--- config.mk ---
export PLATFORM = sky130hd
export DESIGN_NAME = huffl_queue
export DESIGN_NICKNAME = d
export VERILOG_FILES = /design/src/rtl/core/huffl_pkg.sv /design/src/rtl/core/huffl_queue.sv
export SDC_FILE = /design/constraint.sdc
export NUM_CORES = 1
export LEC_CHECK = 0
export BUFFER_PORTS_ARGS = -buffer_cell sky130_fd_sc_hd__clkbuf_2
export CAP_MARGIN = 10
export CORE_MARGIN = 2
export CORE_UTILIZATION = 53
export CTS_CLUSTER_SIZE = 20
export DETAILED_ROUTE_END_ITERATION = 16
export GPL_TIMING_DRIVEN = 1
export MAX_ROUTING_LAYER = met4
export PLACE_DENSITY = 0.8
export SLEW_MARGIN = 10
export SYNTH_ARGS = -nofsm -noshare
export SYNTH_HDL_FRONTEND = slang
export SYNTH_SLANG_ARGS = --single-unit
--- constraint.sdc ---
create_clock -name clk -period 6.4 [get_ports clk]
set_input_delay 0.32 -clock clk [delete_from_list [all_inputs] [get_ports clk]]
set_output_delay 0.32 -clock clk [all_outputs]
set_load 0.02 [all_outputs]
--- src/rtl/core/huffl_pkg.sv ---
package huffl_pkg;

  // Fixed field widths of the code specification and the decode entries.
  localparam int NUM_LENGTHS = 16;
  localparam int KIND_W      = 2;
  localparam int SYMBOL_W    = 8;
  localparam int LEN_W       = 5;
  localparam int CODE_BITS_W = 16;
  localparam int ENTRY_W     = LEN_W + SYMBOL_W;
  localparam int QUEUE_DEPTH = 4;

  // Item kinds on the input channel.
  localparam logic [KIND_W-1:0] KIND_COUNT  = 2'd0;
  localparam logic [KIND_W-1:0] KIND_LEAF   = 2'd1;
  localparam logic [KIND_W-1:0] KIND_LOOKUP = 2'd2;

  typedef struct packed {
    logic [KIND_W-1:0]      kind;
    logic [SYMBOL_W-1:0]    data_byte;
    logic [CODE_BITS_W-1:0] code_bits;
  } in_item_t;

  typedef struct packed {
    logic [LEN_W-1:0]    code_length;
    logic [SYMBOL_W-1:0] symbol;
    logic [LEN_W-1:0]    max_length;
  } out_item_t;

  // Commands handed from the front end to the table engine.
  typedef enum logic [1:0] {
    CMD_CLEAR,
    CMD_LEAF,
    CMD_LOOKUP
  } cmd_op_t;

  typedef struct packed {
    cmd_op_t                op;
    logic [LEN_W-1:0]       longest;
    logic [LEN_W-1:0]       length;
    logic [SYMBOL_W-1:0]    symbol;
    logic [CODE_BITS_W-1:0] index;
  } cmd_t;

  typedef enum logic {
    BACK_IDLE,
    BACK_FILL
  } back_state_t;

endpackage

--- src/rtl/core/huffl_queue.sv ---
module huffl_queue (
  input  logic            clk,
  input  logic            rst,
  input  logic            push,
  input  huffl_pkg::cmd_t push_cmd,
  output logic            full,
  input  logic            pop,
  output logic            avail,
  output huffl_pkg::cmd_t head
);

  localparam int DEPTH = huffl_pkg::QUEUE_DEPTH;
  localparam int PTR_W = $clog2(DEPTH);
  localparam int CNT_W = $clog2(DEPTH + 1);

  huffl_pkg::cmd_t    slots [DEPTH];
  logic [PTR_W-1:0]   wr_ptr;
  logic [PTR_W-1:0]   rd_ptr;
  logic [CNT_W-1:0]   fill;
  logic               do_push;
  logic               do_pop;

  assign full    = (fill == CNT_W'(DEPTH));
  assign avail   = (fill != '0);
  assign head    = slots[rd_ptr];
  assign do_push = push && !full;
  assign do_pop  = pop && avail;

  // Storage for queued commands.
  always_ff @(posedge clk) begin
    if (do_push) begin
      slots[wr_ptr] <= push_cmd;
    end
  end

  // Pointers wrap at the queue depth.
  always_ff @(posedge clk) begin
    if (rst) begin
      wr_ptr <= '0;
      rd_ptr <= '0;
      fill   <= '0;
    end else begin
      if (do_push) begin
        wr_ptr <= (wr_ptr == PTR_W'(DEPTH - 1)) ? '0 : wr_ptr + PTR_W'(1);
      end
      if (do_pop) begin
        rd_ptr <= (rd_ptr == PTR_W'(DEPTH - 1)) ? '0 : rd_ptr + PTR_W'(1);
      end
      if (do_push && !do_pop) begin
        fill <= fill + CNT_W'(1);
      end else if (do_pop && !do_push) begin
        fill <= fill - CNT_W'(1);
      end
    end
  end

endmodule

==> flow_metrics.env <==
export IMPL_numCtsBuffers=17
export IMPL_comb_power_share=0.209
export IMPL_drv_cap=0
export IMPL_initial_utilization=0.550
export IMPL_synth_seq_area_share=0.790
export IMPL_ys_async_sr_fraction=0
export IMPL_io_pins=78
export IMPL_synth_top_area_frac=0.759
export IMPL_finalSetupTns_ns=0
export IMPL_drt_iter0_markers=93
export IMPL_cts_tree="done"
export IMPL_preCtsSetupSlack_ns=4.06
export IMPL_synthTopCellsByArea="edfxtp_1, mux4_2, dfxtp_1, ha_1, buf_6"
export IMPL_clockPowerShare=0.326
export IMPL_drtPass1Iterations=4
export IMPL_crit_path_end_kind="output pin"
export IMPL_port_buffers=77
export IMPL_synth_area_leader_cell="edfxtp_1"
export IMPL_grtUsageTotal=0.179
export IMPL_fin_area_mm2=0.00677
export IMPL_period_minus_slack_ns=2.80
export IMPL_ys_flop_type="edfxtp_1"
export IMPL_status="completed"
export IMPL_yosysMostFrequentCell="edfxtp_1"
export IMPL_h_tree_depth=4
export IMPL_fillers=699
export IMPL_clock_latency_ns=0.51
export IMPL_cts_resized=0
export IMPL_cp_arrival_ns=2.48
export IMPL_cts_setup_buffers=0
export IMPL_dpl_cell_area_mm2=0.00619
export IMPL_viasPerCell=5.53
export IMPL_drv_slew=0
export IMPL_synth_cell_types=27
export IMPL_final_nets=375
export IMPL_syn_num_nets=285
export IMPL_cts_max_path_buffers=2
export IMPL_worstReg2RegStart="fill[0]"
export IMPL_clk_pin_slew_ns=0.07
export IMPL_power_density_mw_per_mm2=408
export IMPL_antenna_found_initial=1
export IMPL_rsz0062_at_grt="no"
export IMPL_ir_drop_mv=0.265
export IMPL_holdCritPathClass="input port to register"
export IMPL_worstSetupPathType="register to output pin"
export IMPL_syn_inst=238
export IMPL_start_kind="register"
export IMPL_netSwitchingPower_w=0.000802
export IMPL_synth_common_cells="edfxtp_1, mux4_2, dfxtp_1"
export IMPL_min_delay_start="push_cmd[23]"
export IMPL_gp_congestion=0.689
export IMPL_yosys_warnings=0
export IMPL_synth_area_per_cell_um2=24.0
export IMPL_die_w_um=108
export IMPL_seqPwrFrac=0.465
export IMPL_vias=2641
export IMPL_fin_crit_sh=0.438
export IMPL_synth_edf_count=144
export IMPL_drt_total_wl_um=9550
export IMPL_syn2layout_area_growth_pct=18.8
export IMPL_die_h_um=108
export IMPL_row_count=37
export IMPL_hold_viol=0
export IMPL_cts_sinks=153
export IMPL_p_int_w=0.00196
export IMPL_finalClockSkew_ns=0.0108
export IMPL_grt_max_degree=37
export IMPL_fmax_mhz=357
export IMPL_core_area_mm2=0.0104
export IMPL_grt_pass1_wl_um=14500
export IMPL_setup_ws_ns=3.60
export IMPL_power_leakage_nw=2.35
export IMPL_cp_data_required_time_ns=6.08
export IMPL_max_slew_margin_rel=0.352
export IMPL_regArea_mm2=0.00451
export IMPL_drive_above_1_share=0.460
export IMPL_dp_hpwl_um=5520
export IMPL_postCtsHoldBufs=3
export IMPL_netlist_area_mm2=0.00570
export IMPL_grt_pass1_vias=2784
export IMPL_post_route_drc_count=0
export IMPL_setup_viol=0
export IMPL_ys_seq_elements=153
export IMPL_cts_root_buf="clkbuf_8"
export IMPL_critPathMaxFanout=20
export IMPL_multi_input_area_mm2=0.00109
export IMPL_drtAntennaViolNets=0
export IMPL_fp_dieArea_mm2=0.0116
export IMPL_grt_ovfl_total=0
export IMPL_worst_slew_pin_slew_ns=0.972
export IMPL_p_sw_frac=0.291
export IMPL_wl_per_cell_um=20.0
layout by cell type, fill, tap and decap left out, types with 2 or more instances in the layout:
| cell | count |
|---|---|
| edfxtp_1 | 144 |
| clkbuf_2 | 77 |
| mux4_2 | 36 |
| clkbuf_16 | 16 |
| dfxtp_1 | 7 |
| ha_1 | 6 |
| clkinv_4 | 4 |
| and3_2 | 4 |
| inv_8 | 4 |
| inv_6 | 4 |
| inv_1 | 3 |
| or3_1 | 3 |
| nor2_1 | 3 |
| a21oi_1 | 3 |
| dlygate4sd3_1 | 3 |
| o31ai_2 | 2 |
| xor2_1 | 2 |
| nand3_1 | 2 |
| mux2i_1 | 2 |
| dfxtp_2 | 2 |
| clkinvlp_4 | 2 |
| clkinv_2 | 2 |
logic make-up (layout without fill, tap and decap cells):
family,count (synthesis),after routing,synth area share
buffers and inverters,15,118,0.0200
multiplexers,38,38,0.146
AO/OA/AOI/OAI,7,7,0.00878
other,0,1,0
AND/OR/NAND/NOR,16,16,0.0156
flip-flops,153,153,0.790
adder cells (fa/ha/maj),7,7,0.0167
XOR/XNOR,2,2,0.00307
registers in the layout, summed over array words and instances (netlist names), named ones only:
name,cells
wr_ptr,2
fill,3
rd_ptr,2
slots,144
per-layer routing:
layer | part of all wire | global-route usage
met4 | 0.0091 | 0.0586
met2 | 0.52 | 0.285
met5 | 0 | -
met3 | 0.055 | 0.0545
met1 | 0.42 | 0.224
power groups by stage:
stage	logic (W)	clock network, W	registers (W)
2_1_floorplan	0.000461	0	0.00126
3_3_place_gp	0.000577	0	0.00130
6_report	0.000578	0.000901	0.00128
4_1_cts	0.000588	0.000920	0.00129
5_1_grt	0.000619	0.000959	0.00130
3_5_place_dp	0.000585	0	0.00131
layout make-up:
class | instances | area share
antenna | 1 | 0.000369
tap | 136 | 0.0251
clock inverter | 15 | 0.0194
sequential | 153 | 0.665
inverter | 5 | 0.00554
timing repair buffer | 81 | 0.0624
clock buffer | 17 | 0.0611
multi-input combinational | 70 | 0.161
through the flow:
step                      hold slack [ns]   util  instances  power (W)
after floorplan                     0.419      -        238    0.00172
after global placement              0.485  0.597        442    0.00188
after detailed placement            0.499  0.597        442    0.00189
after CTS                       0.0000397  0.653        477    0.00279
after global routing              0.00617  0.653        478    0.00288
final                              0.0310  0.653        478    0.00276
worst max-delay path, stage by stage (launching register included):
cell,delay [ns]
dfxtp_2,0.72
buf_4,0.49
mux4_2,0.58
clkbuf_2,0.17
path summary, 6_finish.rpt:
kind                  endpoint  slack, ns  cells after the start
hold / removal    slots[2][23]       0.03                      1
setup / recovery       head[5]       3.60                      3
hold reg to reg       register       0.51                      2
setup reg to reg       fill[2]       4.03                      9
No activity file was read; power rests on OpenSTA's default activity.
