### src/rtl/core/huffl_pkg.sv
package huffl_pkg;

  // Fixed field widths of the code specification and the decode entries.
  localparam int NUM_LENGTHS = 16;
  localparam int KIND_W      = 2;
  localparam int SYMBOL_W    = 8;
  localparam int LEN_W       = 5;
  localparam int CODE_BITS_W = 16;
  localparam int ENTRY_W     = LEN_W + SYMBOL_W;
  localparam int QUEUE_DEPTH = 4;

  // Item kinds on the input channel.
  localparam logic [KIND_W-1:0] KIND_COUNT  = 2'd0;
  localparam logic [KIND_W-1:0] KIND_LEAF   = 2'd1;
  localparam logic [KIND_W-1:0] KIND_LOOKUP = 2'd2;

  typedef struct packed {
    logic [KIND_W-1:0]      kind;
    logic [SYMBOL_W-1:0]    data_byte;
    logic [CODE_BITS_W-1:0] code_bits;
  } in_item_t;

  typedef struct packed {
    logic [LEN_W-1:0]    code_length;
    logic [SYMBOL_W-1:0] symbol;
    logic [LEN_W-1:0]    max_length;
  } out_item_t;

  // Commands handed from the front end to the table engine.
  typedef enum logic [1:0] {
    CMD_CLEAR,
    CMD_LEAF,
    CMD_LOOKUP
  } cmd_op_t;

  typedef struct packed {
    cmd_op_t                op;
    logic [LEN_W-1:0]       longest;
    logic [LEN_W-1:0]       length;
    logic [SYMBOL_W-1:0]    symbol;
    logic [CODE_BITS_W-1:0] index;
  } cmd_t;

  typedef enum logic {
    BACK_IDLE,
    BACK_FILL
  } back_state_t;

endpackage

### src/rtl/core/huffl_front.sv
module huffl_front #(
  parameter int MAX_CODE_LEN = 16
) (
  input  logic              clk,
  input  logic              rst,
  input  logic              item_valid,
  output logic              item_stall,
  input  huffl_pkg::in_item_t item,
  input  logic              q_full,
  output logic              push,
  output huffl_pkg::cmd_t   cmd
);

  localparam int NL = huffl_pkg::NUM_LENGTHS;
  localparam int LW = huffl_pkg::LEN_W;

  logic [huffl_pkg::SYMBOL_W-1:0] counts [NL];
  logic [LW-1:0]                  count_idx;
  logic [LW-1:0]                  longest;
  logic [LW-1:0]                  cur_len;
  logic [huffl_pkg::SYMBOL_W-1:0] left;

  logic                           accept;
  logic                           new_load;
  logic                           complete;
  logic                           leaf_ok;
  logic [huffl_pkg::SYMBOL_W-1:0] src [NL];
  logic [NL-1:0]                  nz;
  logic [NL-1:0]                  search;
  logic [3:0]                     hi_idx;
  logic                           hi_found;
  logic [3:0]                     lo_idx;
  logic                           lo_found;

  // Position of the highest set bit, as a one-hot pick then an encode.
  function automatic logic [4:0] highest(input logic [NL-1:0] m);
    logic [3:0] idx;
    idx = '0;
    for (int i = 0; i < NL; i++) begin
      if (m[i] && ((m >> (i + 1)) == '0)) begin
        idx = idx | 4'(i);
      end
    end
    return {|m, idx};
  endfunction

  // Position of the lowest set bit.
  function automatic logic [4:0] lowest(input logic [NL-1:0] m);
    logic [3:0] idx;
    idx = '0;
    for (int i = 0; i < NL; i++) begin
      if (m[i] && ((m & ((NL'(1) << i) - NL'(1))) == '0)) begin
        idx = idx | 4'(i);
      end
    end
    return {|m, idx};
  endfunction

  assign item_stall = q_full;
  assign accept     = item_valid && !q_full;
  assign new_load   = (count_idx == 5'd0) || (count_idx >= LW'(NL));
  assign complete   = !new_load && (count_idx == LW'(NL - 1));
  assign leaf_ok    = (count_idx == LW'(NL)) && (left != '0);

  // Counts as they stand after this transaction, for the length searches.
  always_comb begin
    for (int i = 0; i < NL; i++) begin
      src[i] = counts[i];
    end
    if (complete) begin
      src[NL-1] = item.data_byte;
    end
    for (int i = 0; i < NL; i++) begin
      nz[i] = (src[i] != '0) && (i < MAX_CODE_LEN);
    end
    search = complete ? nz : (nz & ~((NL'(1) << cur_len) - NL'(1)));
    {hi_found, hi_idx} = highest(nz);
    {lo_found, lo_idx} = lowest(search);
  end

  // Classify the item into a command for the table engine.
  always_comb begin
    push         = 1'b0;
    cmd.op       = huffl_pkg::CMD_LOOKUP;
    cmd.longest  = longest;
    cmd.length   = cur_len;
    cmd.symbol   = item.data_byte;
    cmd.index    = item.code_bits &
                   huffl_pkg::CODE_BITS_W'((17'd1 << longest) - 17'd1);
    unique case (item.kind)
      huffl_pkg::KIND_COUNT: begin
        cmd.op = huffl_pkg::CMD_CLEAR;
        push   = accept && new_load;
      end
      huffl_pkg::KIND_LEAF: begin
        cmd.op = huffl_pkg::CMD_LEAF;
        push   = accept && leaf_ok;
      end
      huffl_pkg::KIND_LOOKUP: begin
        cmd.op = huffl_pkg::CMD_LOOKUP;
        push   = accept;
      end
      default: begin
        push = 1'b0;
      end
    endcase
  end

  // Load state: counts, table size and the next length to place.
  always_ff @(posedge clk) begin
    if (rst) begin
      for (int i = 0; i < NL; i++) begin
        counts[i] <= '0;
      end
      count_idx <= '0;
      longest   <= '0;
      cur_len   <= LW'(1);
      left      <= '0;
    end else if (accept) begin
      unique case (item.kind)
        huffl_pkg::KIND_COUNT: begin
          if (new_load) begin
            for (int i = 1; i < NL; i++) begin
              counts[i] <= '0;
            end
            counts[0] <= item.data_byte;
            count_idx <= LW'(1);
            longest   <= '0;
            cur_len   <= LW'(1);
            left      <= '0;
          end else begin
            counts[count_idx[3:0]] <= item.data_byte;
            count_idx              <= count_idx + LW'(1);
            if (complete) begin
              longest <= hi_found ? ({1'b0, hi_idx} + LW'(1)) : '0;
              cur_len <= {1'b0, lo_idx} + LW'(1);
              left    <= lo_found ? src[lo_idx] : '0;
            end
          end
        end
        huffl_pkg::KIND_LEAF: begin
          if (leaf_ok) begin
            if (left == 8'd1) begin
              if (lo_found) begin
                cur_len <= {1'b0, lo_idx} + LW'(1);
                left    <= src[lo_idx];
              end else begin
                left <= '0;
              end
            end else begin
              left <= left - 8'd1;
            end
          end
        end
        default: begin
        end
      endcase
    end
  end

endmodule

### config.mk
export PLATFORM = sky130hd
export DESIGN_NAME = huffl_front
export DESIGN_NICKNAME = d
export VERILOG_FILES = /design/src/rtl/core/huffl_pkg.sv /design/src/rtl/core/huffl_front.sv
export SDC_FILE = /design/constraint.sdc
export NUM_CORES = 1
export LEC_CHECK = 0
export ABC_AREA = 1
export ABC_CLOCK_PERIOD_IN_PS = 6200
export BUFFER_PORTS_ARGS = -buffer_cell sky130_fd_sc_hd__buf_2
export CAP_MARGIN = 40
export CORE_MARGIN = 2
export CORE_UTILIZATION = 55
export DETAILED_ROUTE_END_ITERATION = 12
export PLACE_DENSITY = 0.73
export SYNTH_ARGS = -nofsm -noshare
export SYNTH_HDL_FRONTEND = slang
export SYNTH_SLANG_ARGS = --single-unit
### constraint.sdc
create_clock -name clk -period 6.2 [get_ports clk]
set_clock_uncertainty 0.05 [all_clocks]
set_input_delay 0.31 -clock clk [delete_from_list [all_inputs] [get_ports clk]]
set_output_delay 0.31 -clock clk [all_outputs]
set_load 0.005 [all_outputs]
==> flow_metrics.tcl <==
set metrics [dict create \
    dp_hpwl_um 19070 \
    power.leakage_nw 4.256 \
    synth_nets 1240 \
    row_count 47 \
    synth_cell_types 45 \
    fp.dieH_um 133.3 \
    core_mm2 0.01647 \
    finalNetCount 1272 \
    synthTopCellsByCount "256 x nand2_1, 230 x nor2_1, 150 x nand3_1" \
    postCtsHoldBufs 0 \
    ioPinCount 68 \
    finalHoldViolCount 0 \
    fmax_ghz 0.2245 \
    synth_edf_count 128 \
    gp_congestion 0.9785 \
    grt_antenna_before_repair 0 \
    die_w_um 133.3 \
    yosys_warnings 0 \
    portBuffers 67 \
    start_util_pct 55.86 \
    grt_pass1_wl_um 42830 \
    dr.pass1.iters 6 \
    cts_buffers 17 \
    synth.avg_cell_area_um2 7.671 \
    cts_sinks 151 \
    final_util_pct 61.63 \
    vias 8740 \
    clkTransAtPathRegs_ps 60 \
    status "finished, final reports clean" \
    ctsRootBufferMaster "clkbuf_16" \
    yosys.cell_count.top_type "nand2_1" \
    syn_to_final_growth_pct 10.34 \
    clk_path_buf_depth 2 \
    grt_pass1_vias 8043 \
    seq_area_frac_synth_pct 46.80 \
    wl_per_cell_um 18.35 \
    crit_arrival_ps 4770 \
    die_area_mm2 0.01777 \
    via_per_inst 5.970 \
    cap_violations 0 \
    synthesis.instances 1199 \
    cts_tree "built" \
    grt-ovfl-total 0 \
    worst_hold_slack_ps 227.9 \
    rsz0062_at_grt "false" \
    drt_iter0_markers 1056 \
    h-tree-depth 4 \
    final_max_slew_viol_count 0 \
    cts_setup_buffers 0 \
    synth_top_area_share_pct 41.79 \
    endpoint_kind "flop" \
    critical_path_class "reg -> reg" \
    hold_depth 2 \
    tightestPinTransition_ps 892.3 \
    cp-start-kind "flop" \
    power_density_mw_per_mm2 243.2 \
    ys.flop_type "edfxtp_1" \
    fin_crit_sh_pct 71.86 \
    drc 0 \
    grt_use_total_pct 31.01 \
    max-slew-margin-rel_pct 39.97 \
    fin_tns_setup_ps 0 \
    syn_area_mm2 0.009198 \
    r2r_cells 23 \
    post_cts_resized 0 \
    synth-seq-cells 151 \
    synth_area_leaders "edfxtp_1 42%, nand2_1 10%, nor2_1 9.4%" \
    synth_area_leader_cell "edfxtp_1" \
    clock_latency_ps 440 \
    ant_nets 0 \
    grt_max_degree 58 \
    cp.required_ps 6520 \
    crit_fanout 57 \
    wl_um 26870 \
    drive_above_1_share_pct 11.01 \
    diodes 0 \
    setup_violations 0 \
    finalCriticalPeriod_ps 4455 \
    synth_async_sr_flop_share_pct 0 \
    peakVddDrop_mv 0.2720 \
    hold_class "in -> reg" \
]
worst max-delay path, cell delays in order (launching register included):
cell     delay [ps]
dfxtp_1         640
nor2_1          190
nand2_1         130
ha_1            250
inv_1            80
nor2_1          320
nand2_1         160
nand2_1          80
nand2_1          60
nand2_1          60
nand2_1         100
nand2_1          80
nor2_1           50
nand4_2         100
buf_4           510
nand3_1         150
buf_4           240
inv_1           430
nand3_1         220
nand3_1         140
nand3_1          80
nand2_1          80
nand2_1          50
a21oi_1         110
registers in the layout, indices dropped and copies added, names as in the netlist:
register / flops
counts: 128
left: 8
count_idx: 5
cur_len: 5
longest: 5
logic make-up after synthesis:
group	synth area share [%]
and+or+nand+nor	37.00
AOI/OAI and AO/OA	6.312
adders and majority gates	1.496
buffers and inverters	8.108
xor gates and xnor gates	0.2857
DFF	46.80
per-layer routing:
layer	vias to the layer above	GRT usage, %	wire (um)
li1	4160	-	-
met1	4032	43.07	11300
met2	479	47.82	12140
met3	69	5.936	2445
met4	0	13.30	992
met5	-	0	0
metrics by stage:
stage                     power, mW  instances  setup slack [ps]  area (um^2)
after global placement        1.370       1432              1961         9524
after global routing          2.531       1464              1347        10150
after detailed placement      1.372       1432              1906         9524
final                         2.468       1464              1745        10150
after floorplan               1.306       1199              3012         9198
after CTS                     2.466       1464              1888        10150
area by class of cell:
type | count | area [um^2]
multi-input cells | 881 | 4153
fillers | 1492 | 6317
well taps | 220 | 275.3
clock inverters | 14 | 195.2
flip-flops and latches | 151 | 4304
clock buffers | 18 | 429.2
inverters | 105 | 396.6
repair buffers | 75 | 395.4
placed cells by master, fill, tap and decap left out, drive strengths merged, types with 2 or more instances in the layout:
| cell | netlist | layout |
|---|---|---|
| nand2 | 258 | 258 |
| nor2 | 239 | 239 |
| nand3 | 156 | 156 |
| edfxtp | 128 | 128 |
| inv | 96 | 99 |
| buf | 45 | 75 |
| nand4 | 69 | 69 |
| a21oi | 48 | 48 |
| o21ai | 39 | 39 |
| dfxtp | 23 | 23 |
| nor4 | 22 | 22 |
| clkbuf | 17 | 18 |
| clkinv | 9 | 16 |
| ha | 11 | 11 |
| nor3 | 9 | 9 |
| or2 | 5 | 5 |
| bufinv | 0 | 4 |
| a31oi | 3 | 3 |
| nor3b | 2 | 2 |
| o211ai | 2 | 2 |
| a211oi | 2 | 2 |
| o22ai | 2 | 2 |
| nand3b | 2 | 2 |
| xor2 | 2 | 2 |
power by group:
group / leakage, nW / switching [mW] / internal [mW]
Combinational: 2.44 / 0.138 / 0.0547
Sequential: 1.52 / 0.0268 / 1.14
Clock: 0.303 / 0.434 / 0.677
Total: 4.26 / 0.599 / 1.87
worst paths after layout:
path	startpoint	endpoint	slack, ps
max	cur_len[2]$_SDFFE_PP0P_	left[4]$_SDFFE_PP0P_	1740
min	rst	count_idx[4]$_SDFFE_PP0P_	230
max reg2reg	cur_len[2]$_SDFFE_PP0P_	left[4]$_SDFFE_PP0P_	1740
min reg2reg	longest[3]$_SDFFE_PP0P_	longest[3]$_SDFFE_PP0P_	450
(Power assumes the default switching activity.)
